File: src/sat_pkg.sv
// Shared types and constants for the section address translator.
// No dependencies; used by sat_sect_mem, sat_engine and the top level.
`default_nettype none

package sat_pkg;

    // Field widths fixed by the interface
    localparam int unsigned ADDR_W  = 32;
    localparam int unsigned CMD_W   = 2;
    localparam int unsigned SLOT_W  = 6;
    localparam int unsigned COUNT_W = 7;
    localparam int unsigned CFG_IDX_W = 1;

    // Reset value of the image base register
    localparam logic [ADDR_W-1:0] IMAGE_BASE_RST = 32'h0040_0000;

    // Configuration register indexes
    localparam logic [CFG_IDX_W-1:0] CFG_SECTION_COUNT = 1'd0;
    localparam logic [CFG_IDX_W-1:0] CFG_IMAGE_BASE    = 1'd1;

    // Input commands
    typedef enum logic [CMD_W-1:0] {
        CMD_LOAD       = 2'd0,
        CMD_QUERY_REL  = 2'd1,
        CMD_QUERY_FILE = 2'd2,
        CMD_QUERY_VIRT = 2'd3
    } t_cmd;

    // Engine sequencer states
    typedef enum logic [1:0] {
        ST_IDLE,
        ST_SCAN,
        ST_XLATE,
        ST_DONE
    } t_state;

    // One table entry; range ends are precomputed at load time (mod 2^32)
    typedef struct packed {
        logic [ADDR_W-1:0] virt_start;
        logic [ADDR_W-1:0] virt_end;
        logic [ADDR_W-1:0] raw_start;
        logic [ADDR_W-1:0] raw_end;
    } t_sect_entry;

    // Write side of the section table
    typedef struct packed {
        logic        we;
        t_sect_entry data;
    } t_mem_wr;

endpackage

`default_nettype wire

File: src/sat_engine.sv
// Command sequencer: config registers, table loads, in-order scan with
// pipelined table reads, translation and the result register.
// Depends on sat_pkg; drives the ports of sat_sect_mem.
`default_nettype none

module sat_engine #(
    parameter int unsigned MAX_SECTIONS = 64,
    parameter int unsigned IDX_W        = 6,
    parameter int unsigned CNT_W        = 7
) (
    input  wire                                 i_clk,
    input  wire                                 i_rst_n,
    // configuration
    input  wire                                 i_cfg_we,
    input  wire  [sat_pkg::CFG_IDX_W-1:0]       i_cfg_index,
    input  wire  [sat_pkg::ADDR_W-1:0]          i_cfg_wdata,
    // input channel
    input  wire                                 i_in_valid,
    output logic                                o_in_stall,
    input  wire  [sat_pkg::CMD_W-1:0]           i_command,
    input  wire  [sat_pkg::ADDR_W-1:0]          i_query_address,
    input  wire  [sat_pkg::SLOT_W-1:0]          i_entry_index,
    input  wire  [sat_pkg::ADDR_W-1:0]          i_entry_virt_start,
    input  wire  [sat_pkg::ADDR_W-1:0]          i_entry_virt_size,
    input  wire  [sat_pkg::ADDR_W-1:0]          i_entry_raw_start,
    input  wire  [sat_pkg::ADDR_W-1:0]          i_entry_raw_size,
    // output channel
    output logic                                o_out_valid,
    input  wire                                 i_out_stall,
    output logic [sat_pkg::ADDR_W-1:0]          o_file_offset,
    output logic [sat_pkg::ADDR_W-1:0]          o_relative_address,
    output logic [sat_pkg::ADDR_W-1:0]          o_virtual_address,
    output logic [sat_pkg::SLOT_W-1:0]          o_section_number,
    output logic                                o_hit,
    // section table
    output sat_pkg::t_mem_wr                    o_mem_wr,
    output logic [IDX_W-1:0]                    o_mem_waddr,
    output logic                                o_mem_re,
    output logic [IDX_W-1:0]                    o_mem_raddr,
    input  wire  sat_pkg::t_sect_entry          i_mem_rdata
);

    localparam int unsigned CMPW = 8;

    sat_pkg::t_state              r_state, n_state;

    logic [sat_pkg::COUNT_W-1:0]  r_count;
    logic [sat_pkg::ADDR_W-1:0]   r_base;

    sat_pkg::t_cmd                r_cmd;
    logic [sat_pkg::ADDR_W-1:0]   r_key;
    logic [sat_pkg::ADDR_W-1:0]   r_virt;
    logic [CNT_W-1:0]             r_lim;
    logic [CNT_W-1:0]             r_issue;
    logic                         r_pend;
    logic [IDX_W-1:0]             r_pend_idx;

    logic                         r_hit;
    logic [IDX_W-1:0]             r_slot;
    logic [sat_pkg::ADDR_W-1:0]   r_m_start;
    logic [sat_pkg::ADDR_W-1:0]   r_m_other;
    logic [sat_pkg::ADDR_W-1:0]   r_trans;

    logic                         in_xfer;
    logic                         is_load;
    logic                         slot_ok;
    logic [CNT_W-1:0]             lim;
    logic                         issue_more;
    logic                         file_mode;
    logic [sat_pkg::ADDR_W-1:0]   sel_start;
    logic [sat_pkg::ADDR_W-1:0]   sel_end;
    logic [sat_pkg::ADDR_W-1:0]   oth_start;
    logic                         match;
    logic                         scan_hit;
    logic                         scan_miss;
    logic                         out_free;

    // Handshake
    assign o_in_stall = (r_state != sat_pkg::ST_IDLE);
    assign in_xfer    = i_in_valid && !o_in_stall;
    assign is_load    = (sat_pkg::t_cmd'(i_command) == sat_pkg::CMD_LOAD);
    assign out_free   = !o_out_valid || !i_out_stall;

    // Configuration registers
    always_ff @(posedge i_clk) begin
        if (!i_rst_n) begin
            r_count <= '0;
            r_base  <= sat_pkg::IMAGE_BASE_RST;
        end else if (i_cfg_we) begin
            case (i_cfg_index)
                sat_pkg::CFG_SECTION_COUNT: r_count <= i_cfg_wdata[sat_pkg::COUNT_W-1:0];
                sat_pkg::CFG_IMAGE_BASE:    r_base  <= i_cfg_wdata;
                default: ;
            endcase
        end
    end

    // Scan limit saturates at the table depth
    assign lim = ({1'b0, r_count} > CMPW'(MAX_SECTIONS)) ? CNT_W'(MAX_SECTIONS)
                                                          : CNT_W'(r_count);

    // Table load: slots beyond the table are dropped
    assign slot_ok     = ({2'b00, i_entry_index} < CMPW'(MAX_SECTIONS));
    assign o_mem_wr.we = in_xfer && is_load && slot_ok;
    assign o_mem_waddr = IDX_W'(i_entry_index);
    assign o_mem_wr.data.virt_start = i_entry_virt_start;
    assign o_mem_wr.data.virt_end   = i_entry_virt_start + i_entry_virt_size;
    assign o_mem_wr.data.raw_start  = i_entry_raw_start;
    assign o_mem_wr.data.raw_end    = i_entry_raw_start + i_entry_raw_size;

    // Table read issue, one entry per cycle
    assign issue_more  = (r_issue < r_lim);
    assign o_mem_re    = (r_state == sat_pkg::ST_SCAN) && issue_more;
    assign o_mem_raddr = r_issue[IDX_W-1:0];

    // Range check on returned entry; a wrapped end never matches
    assign file_mode = (r_cmd == sat_pkg::CMD_QUERY_FILE);
    assign sel_start = file_mode ? i_mem_rdata.raw_start  : i_mem_rdata.virt_start;
    assign sel_end   = file_mode ? i_mem_rdata.raw_end    : i_mem_rdata.virt_end;
    assign oth_start = file_mode ? i_mem_rdata.virt_start : i_mem_rdata.raw_start;
    assign match     = (r_key >= sel_start) && (r_key < sel_end);
    assign scan_hit  = (r_state == sat_pkg::ST_SCAN) && r_pend && match;
    assign scan_miss = (r_state == sat_pkg::ST_SCAN) && !r_pend && !issue_more;

    // State register
    always_ff @(posedge i_clk) begin
        if (!i_rst_n) begin
            r_state <= sat_pkg::ST_IDLE;
        end else begin
            r_state <= n_state;
        end
    end

    // Next state
    always_comb begin
        n_state = r_state;
        case (r_state)
            sat_pkg::ST_IDLE: begin
                if (in_xfer && !is_load) begin
                    n_state = sat_pkg::ST_SCAN;
                end
            end
            sat_pkg::ST_SCAN: begin
                if (scan_hit || scan_miss) begin
                    n_state = sat_pkg::ST_XLATE;
                end
            end
            sat_pkg::ST_XLATE: n_state = sat_pkg::ST_DONE;
            sat_pkg::ST_DONE: begin
                if (out_free) begin
                    n_state = sat_pkg::ST_IDLE;
                end
            end
            default: n_state = sat_pkg::ST_IDLE;
        endcase
    end

    // Scan pointers
    always_ff @(posedge i_clk) begin
        if (!i_rst_n) begin
            r_issue <= '0;
            r_pend  <= 1'b0;
        end else if (r_state == sat_pkg::ST_IDLE) begin
            r_issue <= '0;
            r_pend  <= 1'b0;
        end else if (r_state == sat_pkg::ST_SCAN) begin
            r_pend <= issue_more && !scan_hit;
            if (issue_more) begin
                r_issue <= r_issue + CNT_W'(1);
            end
        end
    end

    // Query capture: key is the relative address, or the file offset in file mode
    always_ff @(posedge i_clk) begin
        if (in_xfer && !is_load) begin
            r_cmd <= sat_pkg::t_cmd'(i_command);
            r_lim <= lim;
            case (sat_pkg::t_cmd'(i_command))
                sat_pkg::CMD_QUERY_VIRT: begin
                    r_key  <= i_query_address - r_base;
                    r_virt <= i_query_address;
                end
                default: begin
                    r_key  <= i_query_address;
                    r_virt <= i_query_address + r_base;
                end
            endcase
        end
        if (o_mem_re) begin
            r_pend_idx <= r_issue[IDX_W-1:0];
        end
    end

    // Match capture
    always_ff @(posedge i_clk) begin
        if (!i_rst_n) begin
            r_hit <= 1'b0;
        end else if (scan_hit) begin
            r_hit <= 1'b1;
        end else if (scan_miss) begin
            r_hit <= 1'b0;
        end
    end

    always_ff @(posedge i_clk) begin
        if (scan_hit) begin
            r_slot    <= r_pend_idx;
            r_m_start <= sel_start;
            r_m_other <= oth_start;
        end else if (scan_miss) begin
            r_slot <= '0;
        end
    end

    // Translation into the other address space
    always_ff @(posedge i_clk) begin
        if (r_state == sat_pkg::ST_XLATE) begin
            r_trans <= r_hit ? (r_key - r_m_start + r_m_other) : '0;
        end
    end

    // Result register
    always_ff @(posedge i_clk) begin
        if (!i_rst_n) begin
            o_out_valid <= 1'b0;
        end else if (r_state == sat_pkg::ST_DONE && out_free) begin
            o_out_valid <= 1'b1;
        end else if (!i_out_stall) begin
            o_out_valid <= 1'b0;
        end
    end

    always_ff @(posedge i_clk) begin
        if (r_state == sat_pkg::ST_DONE && out_free) begin
            o_section_number <= sat_pkg::SLOT_W'(r_slot);
            o_hit            <= r_hit;
            if (file_mode) begin
                o_file_offset      <= r_key;
                o_relative_address <= r_trans;
                o_virtual_address  <= r_trans + r_base;
            end else begin
                o_file_offset      <= r_trans;
                o_relative_address <= r_key;
                o_virtual_address  <= r_virt;
            end
        end
    end

endmodule

`default_nettype wire

File: config.mk
export PLATFORM = sky130hd
export DESIGN_NAME = sat_engine
export DESIGN_NICKNAME = d
export VERILOG_FILES = /design/src/sat_pkg.sv /design/src/sat_engine.sv
export SDC_FILE = /design/constraint.sdc
export NUM_CORES = 1
export LEC_CHECK = 0
export BUFFER_PORTS_ARGS = -buffer_cell sky130_fd_sc_hd__buf_2
export CORE_MARGIN = 8
export CORE_UTILIZATION = 55
export DETAILED_ROUTE_END_ITERATION = 10
export PLACE_DENSITY = 0.83
export SLEW_MARGIN = 20
export SYNTH_ARGS = -nofsm -noshare
export SYNTH_HDL_FRONTEND = slang
export SYNTH_SLANG_ARGS = --single-unit
File: constraint.sdc
create_clock -name i_clk -period 26 [get_ports i_clk]
set_input_delay 2.6 -clock i_clk [delete_from_list [all_inputs] [get_ports i_clk]]
set_output_delay 2.6 -clock i_clk [all_outputs]
set_load 0.01 [all_outputs]
Yosys cells after proc, flatten, opt, wreduce, memory -nomap -nowiden
Index checks and enable logic that the tools add are counted.

Add/subtract/negate cells: 8. Multiplexer cells: 18. Bitwise operators: 2. Equality and inequality tests: 9. Reduce and logical (&&, ||, !) cells: 29. Order comparisons: 4.

Operators by type and width (number): 32-bit 2-to-1 mux (8); 32-bit adder (5); 32-bit subtractor (2); 32-bit greater-or-equal comparator (1); 32-bit < comparator (1); 6-bit 2-to-1 mux (2); 1-bit logical AND (11); 2-bit == test (second input constant) (4); 2-bit case mux with 4 select lines (1); 7-bit by 1-bit adder with 7-bit output (second input constant) (1); 7-bit > comparator (second input constant) (1); 1-bit logical NOT (7); 7-bit < comparator (1); 2-bit 2-to-1 mux (3); 2-bit AND reduction (3); 2-bit logical NOT (2); 1-bit 2-to-1 mux (4); 2-bit by 1-bit inequality test with 1-bit output (second input constant) (2); 2-bit inequality test (second input constant) (2); 2-bit nonzero test (2); 3-bit AND reduction (1); 2-bit by 1-bit == test with 1-bit output (second input constant) (1); 1-bit logical OR (2); 1-bit inverter (2); 2-bit OR reduction (1).

Logic and storage cells: 91. Output and inout bits: 247. Bits of input ports: 334. Register bits: 335.

Longest topological paths before layout
Gate-level depths: netlist (run 1).

Word-level depth: 8. Gate-level depth with buffers: 18. Depth with buffers taken out: 17.

Worst setup path before layout (run 1)
Ideal clock, no wire load.

Path type: input to register. Start point: input i_out_stall. End point: register o_file_offset[0] in the netlist's numbering (enable). Arrival time: 10.062 ns. Data required time: 25.279 ns. Stages: 1. Buffers on the path: 0. Setup slack: 15.217 ns. Path through: a21boi_0.

Word-level cells in the longest chain between the ends: 3.

Ends and longest elaborated chain: start, declared (RTL line sat_engine.sv:29) `input wire i_out_stall,`; 1-bit logical NOT; 1-bit logical OR (RTL line sat_engine.sv:82) `assign out_free = !o_out_valid || !i_out_stall;`; 1-bit logical AND (RTL line sat_engine.sv:235) `if (r_state == sat_pkg::ST_DONE && out_free) begin`; end signal, assigned (RTL line sat_engine.sv:239) `o_file_offset <= r_key;`; end signal, assigned (RTL line sat_engine.sv:243) `o_file_offset <= r_trans;`; end, declared (RTL line sat_engine.sv:30) `output logic [sat_pkg::ADDR_W-1:0] o_file_offset,`.

No other way between the ends. A chain may end at the register's enable or synchronous reset.

==> results of run 1 <==
## state kept, by name (all words and copies together), names as in the netlist, 7 cells and up
| signal | flops |
|---|---|
| o_relative_address | 32 |
| r_key | 32 |
| o_file_offset | 32 |
| r_m_other | 32 |
| r_trans | 32 |
| r_count | 7 |
| r_issue | 7 |
| r_virt | 32 |
| r_m_start | 32 |
| r_base | 32 |
| o_virtual_address | 32 |
| r_lim | 7 |
## worst max path at each step
stage,cells after the start,to
after floorplan,1,o_file_offset[0]
after global placement,16,o_mem_wr[30]
after detailed placement,16,o_mem_wr[30]
after CTS,16,o_mem_wr[30]
after global routing,16,o_mem_wr[30]
final,16,o_mem_wr[30]
## placed cells by master (no fill, tap or decap), drive strengths merged, types with 32 or more instances in the layout
| cell | synthesis | routed |
|---|---|---|
| xor2 | 46 | 46 |
| inv | 288 | 288 |
| a21o | 95 | 95 |
| dfxtp | 51 | 51 |
| o21ai | 174 | 174 |
| nor3 | 32 | 32 |
| fa | 36 | 36 |
| buf | 95 | 583 |
| edfxtp | 284 | 284 |
| clkbuf | 63 | 46 |
| xnor2 | 122 | 122 |
| mux2 | 71 | 71 |
| a21oi | 209 | 209 |
| nor2 | 150 | 150 |
| nand2 | 251 | 251 |
| o21bai | 41 | 41 |
| mux2i | 71 | 71 |
| ha | 261 | 261 |
## cell families (layout without fill, tap and decap cells)
group | after synthesis | in the layout
buffers and inverters | 448 | 934
AO/OA/AOI/OAI | 681 | 681
AND/OR/NAND/NOR | 610 | 610
XOR/XNOR | 168 | 168
other | 0 | 15
flip-flops | 335 | 335
multiplexers | 142 | 142
adder cells (fa/ha/maj) | 297 | 297
## metal layers
| layer | global-route usage, % | up-vias | part of all wire, % |
|---|---|---|---|
| met3 | 6.022 | 194 | 8.0 |
| met4 | 12.61 | 20 | 4.3 |
| li1 | - | 10360 | - |
| met5 | 0 | - | 0.14 |
| met1 | 36.63 | 10490 | 38 |
| met2 | 53.05 | 998 | 49 |
## layout make-up
| class | count | share of cell area, % |
|---|---|---|
| multi-input combinational | 1898 | 47.54 |
| sequential | 335 | 32.12 |
| timing repair buffer | 583 | 10.05 |
| inverter | 290 | 3.662 |
| clock buffer | 46 | 3.367 |
| tap | 607 | 2.555 |
| clock inverter | 15 | 0.5808 |
| antenna | 15 | 0.1263 |
## power groups by stage
stage / clock [µW] / combinational (µW) / sequential, µW
detailed placement: 0 / 691 / 727
global placement: 0 / 671 / 725
finish: 520 / 706 / 719
floorplan: 0 / 472 / 716
CTS: 527 / 699 / 717
global route: 545 / 770 / 723
## worst reg2reg max path, cell delays in order, from the launching register on
cell	delay, ps
edfxtp_1	410
nand2b_4	450
buf_12	570
buf_4	880
mux2i_1	370
ha_1	280
a21o_1	170
a21o_1	180
a21o_1	180
a21oi_1	140
nor2b_1	60
o21ai_1	120
nand2b_1	80
a221o_1	460
a211o_1	480
inv_2	130
buf_4	750
## per-stage QoR
| step | instance area [µm²] | total power, µW | hold WS, ps |
|---|---|---|---|
| after global routing | 29710 | 2039 | 424.3 |
| after global placement | 28490 | 1396 | 405.3 |
| after CTS | 29660 | 1943 | 420.0 |
| after detailed placement | 28490 | 1418 | 408.3 |
| final | 29730 | 1945 | 418.1 |
| after floorplan | 25640 | 1188 | 400.3 |
==> results.json, run 1 <==
{
  "synth_edf_count": 284,
  "initial_core_util_pct": 55.42,
  "syn-cell-area_um2": 25640,
  "numPortBuffers": 568,
  "critPathKind": "in -> out",
  "worst_path_max_delay_cell": "xnor2_1",
  "syn_avg_cell_area_um2": 9.563,
  "hold_end": "o_section_number[3]",
  "die-area_um2": 53780,
  "drive_gt1_share_pct": 23.43,
  "cts_sinks": 335,
  "synthAdderAreaFrac_pct": 15.55,
  "timing.critical_path.mode_cell": "buf_2",
  "hold_buffers": 0,
  "swShare_pct": 35.02,
  "hp-start": "r_slot[3]",
  "synth-compound-area-share_pct": 16.96,
  "ys_types": 82,
  "critPathLaunchType": "input port",
  "setup_tns_ps": 0,
  "p_sw_uw": 681.2,
  "gp_congestion": 0.9871,
  "period_minus_slack_ps": 8841,
  "final_max_slew_viol_count": 0,
  "clockBufferDepth": 3,
  "cts_resized": 0,
  "ys_seq_area_share_pct": 37.25,
  "status": "finished, final reports clean",
  "finalSetupViolCount": 0,
  "path_cells": "buf_2 -> ha_1 -> inv_1 -> fa_1 -> nor2b_1 -> o2111ai_1 -> a32oi_1 -> a221oi_2 -> or3_1 -> a31oi_1 -> a41o_1 -> o41a_1 -> a21o_1 -> a21oi_2 -> xnor2_1 -> buf_2",
  "cts_setup_buffers": 0,
  "antenna_found_initial": 20,
  "place.detailed.hpwl_um": 69390,
  "critPathMaxStageDelay_ps": 490,
  "clock_skew_ps": 18.39,
  "combinationalPowerShare_pct": 36.3,
  "p_int_uw": 1264,
  "first_pass_iters": 5,
  "multiInputGateArea_um2": 14130,
  "num-nets-final": 3775,
  "vias_per_cell": 5.823,
  "yosys.area_share.simple_pct": 10.90,
  "path_max_fanout": 3,
  "critical_path.endpoint_type": "output pin",
  "ff2ff_setup_slack_ps": 19790,
  "hold_class": "reg -> reg",
  "synth-xor-area-share_pct": 5.739,
  "syn_to_final_growth_pct": 15.95,
  "cts_buffers": 36,
  "syn_nets": 3312,
  "cts_tree": "yes",
  "required_ps": 23400,
  "worstSetupStartpoint": "i_entry_raw_start[0]",
  "muxShareOfSynthArea_pct": 5.890,
  "max-slew-margin-rel_pct": 29.05,
  "htreeDepth": 2,
  "fin_crit_sh_pct": 34.00,
  "grt_pass1_vias": 22420,
  "clk_latency_ps": 530,
  "cts_root_buffer": "clkbuf_16",
  "synthTopCellsByArea": "edfxtp_1 33%, ha_1 13%, xnor2_1 4.2%",
  "grt_pass1_wl_um": 128200,
  "p_clk_share_pct": 26.8,
  "wl_per_cell_um": 22.55,
  "max-cap-violations": 0,
  "synthMostInstantiatedCell": "edfxtp_1",
  "num_rows": 79,
  "ys_ff_latch": 335,
  "p_seq_share_pct": 37.0,
  "core_area_um2": 46260,
  "arrival_ps": 6240,
  "worstReg2RegEnd": "r_m_other[1]",
  "clk_pin_slew_ps": 60,
  "dp_worst_setup_slack_ps": 17220,
  "holdPathStages": 0,
  "max_freq_ghz": 0.1131,
  "reg2regPathDepth": 16,
  "async_flop_share_pct": 0,
  "synth_common_cells": "284 x edfxtp_1, 283 x inv_1, 261 x ha_1",
  "pin_count": 581,
  "reg2reg_from": "r_cmd[1]",
  "fin_ws_ps": 17160,
  "antenna_left": 0,
  "fillCellCount": 3720,
  "die-width_um": 231.9,
  "ys.flop_type": "edfxtp_1",
  "drt-initial-drc-count": 1618,
  "postRouteWirelength_um": 85450,
  "regArea_um2": 9549,
  "die_h_um": 231.9,
  "ys_warn_count": 0,
  "pwr_density_cell_nw_per_um2": 65.43,
  "final_cells": 3789,
  "final_util_pct": 64.26,
  "vias": 22060,
  "tightest_slew_ps": 1064,
  "synth_top_area_share_pct": 33.26,
  "drc_errors": 0,
  "synthCells": 2681,
  "final_hold_viol_count": 0,
  "synth_top_family_by_area": "compound AO/OA/AOI/OAI gates",
  "rsz0062_at_grt": "no",
  "p_leak_uw": 0.01395,
  "placed_cells": 3712,
  "yosys.area.top_type": "edfxtp_1",
  "overflow": 0,
  "cp.buffers_inverters": 3,
  "max-vdd-ir-drop_v": 0.00004310,
  "grt_max_degree": 150,
  "path_delay_family": "compound AO/OA/AOI/OAI gates",
  "grt_usage_pct": 30.52
}
(Power assumes the default switching activity.)
==> run 2: changes to the inputs <==
==> constraint.sdc (replaced) <==
create_clock -name i_clk -period 9.13 [get_ports i_clk]
set_input_delay 0.913 -clock i_clk [delete_from_list [all_inputs] [get_ports i_clk]]
set_output_delay 0.913 -clock i_clk [all_outputs]
set_load 0.01 [all_outputs]
==> run 2 against run 1 <==
  * Combinational power grew to 2.8 times the previous value
  * Register-to-register slack worse by 16000 ps
  * Final cell count about the same
  * Largest cell class unchanged
  * Cell area shrank 0.13%
  * Core utilization is 0.087 points lower
  * Power increased to 2.8 times the previous value
  * Largest power group unchanged
  * Via count barely moved
  * Die area unchanged
==> results.json, run 2 (synthesized netlist as in run 1, its figures left out) <==
{
  "status": "finished, final reports clean",
  "overflow": 0,
  "final_cells": 3788,
  "period_minus_slack_ps": 5438,
  "cts_root_buffer": "clkbuf_16",
  "antenna_left": 0,
  "arrival_ps": 5610,
  "grt_max_degree": 100,
  "die-width_um": 231.9,
  "max-vdd-ir-drop_v": 0.0001806,
  "clock_skew_ps": 17.40,
  "hold_class": "reg -> reg",
  "fillCellCount": 3695,
  "placed_cells": 3714,
  "initial_core_util_pct": 55.42,
  "fin_crit_sh_pct": 59.56,
  "num_rows": 79,
  "antenna_found_initial": 14,
  "cts_tree": "yes",
  "place.detailed.hpwl_um": 70560,
  "numPortBuffers": 568,
  "max_freq_ghz": 0.1839,
  "clockBufferDepth": 3,
  "clk_latency_ps": 560,
  "max-cap-violations": 0,
  "postRouteWirelength_um": 85670,
  "p_leak_uw": 0.01393,
  "pin_count": 581,
  "critical_path.endpoint_type": "flop",
  "drc_errors": 0,
  "final_util_pct": 64.18,
  "cts_setup_buffers": 0,
  "wl_per_cell_um": 22.62,
  "drt-initial-drc-count": 1872,
  "drive_gt1_share_pct": 23.51,
  "vias_per_cell": 5.827,
  "final_common_cell": "buf_2",
  "first_pass_iters": 6,
  "critPathLaunchType": "flop",
  "cts_buffers": 37,
  "clk_pin_slew_ps": 60,
  "max-slew-margin-rel_pct": 34.41,
  "die-area_um2": 53780,
  "grt_usage_pct": 30.77,
  "grt_pass1_vias": 22450,
  "tightest_slew_ps": 981.4,
  "syn_to_final_growth_pct": 15.79,
  "gp_congestion": 1.036,
  "rsz0062_at_grt": "no",
  "num-nets-final": 3777,
  "htreeDepth": 2,
  "layout_common_cells": "568 x buf_2, 284 x edfxtp_1, 282 x inv_1",
  "final_hold_viol_count": 0,
  "pwr_density_cell_nw_per_um2": 186.5,
  "vias": 22070,
  "cts_resized": 0,
  "hold_buffers": 0,
  "core_area_um2": 46260,
  "dp_worst_setup_slack_ps": 3741,
  "finalSetupViolCount": 0,
  "cts_sinks": 335,
  "setup_tns_ps": 0,
  "required_ps": 9300,
  "die_h_um": 231.9,
  "critPathKind": "reg -> reg",
  "path_max_fanout": 60,
  "fin_ws_ps": 3692,
  "final_max_slew_viol_count": 0,
  "hold_ws_ps": 437.9,
  "grt_pass1_wl_um": 129100
}
## run 2: final cells by class
cell class / count / area (µm²) / share of cell area, %
antenna: 8 / 20.02 / 0.06743
clock inverter: 24 / 185.2 / 0.6238
tap: 607 / 759.5 / 2.558
multi-input combinational: 1898 / 14130 / 47.60
clock buffer: 42 / 987.2 / 3.325
inverter: 290 / 1089 / 3.667
timing repair buffer: 584 / 2967 / 9.993
sequential: 335 / 9549 / 32.17
## run 2: critical path, stage by stage (launching register included)
cell      delay [ps]
edfxtp_1         420
nand2b_4         520
buf_4            680
mux2i_1          270
ha_1             270
a21o_1           160
a21o_1           170
a21o_1           170
a21oi_1          130
nor2b_1           70
o21ai_1          110
nand2b_1         120
a221o_1          410
a211o_1          420
inv_2            310
buf_4            720
## run 2: per-layer routing
layer	up-vias	track usage [%]	share of wire (%)	wire length, µm
met1	10470	37.52	39	33020
met4	10	13.71	5.1	4363
met3	183	5.448	8.0	6819
li1	10350	-	-	-
met5	-	0	0.064	55
met2	1060	52.82	48	41410
## run 2: report_power, final
part | switching, µW | internal [µW]
logic | 1210 | 802
clock network | 639 | 838
registers | 140 | 1910
total | 1990 | 3550
## run 2: worst paths after layout
| check | start | endpoint | slack, ps | cells past startpoint |
|---|---|---|---|---|
| setup / recovery | r_cmd[1] | r_m_other[0] | 3690 | 15 |
| hold / removal | r_slot[5] | o_section_number[5] | 440 | 0 |
| setup reg to reg | r_cmd[1] | r_m_other[0] | 3690 | 15 |
| hold reg to reg | r_slot[5] | o_section_number[5] | 440 | 0 |
## run 2: per-stage QoR
| stage | area (µm²) | power, µW |
|---|---|---|
| after floorplan | 25640 | 3383 |
| after global placement | 28490 | 3985 |
| after detailed placement | 28490 | 4050 |
| after CTS | 29660 | 5527 |
| after global routing | 29680 | 5809 |
| final | 29690 | 5537 |
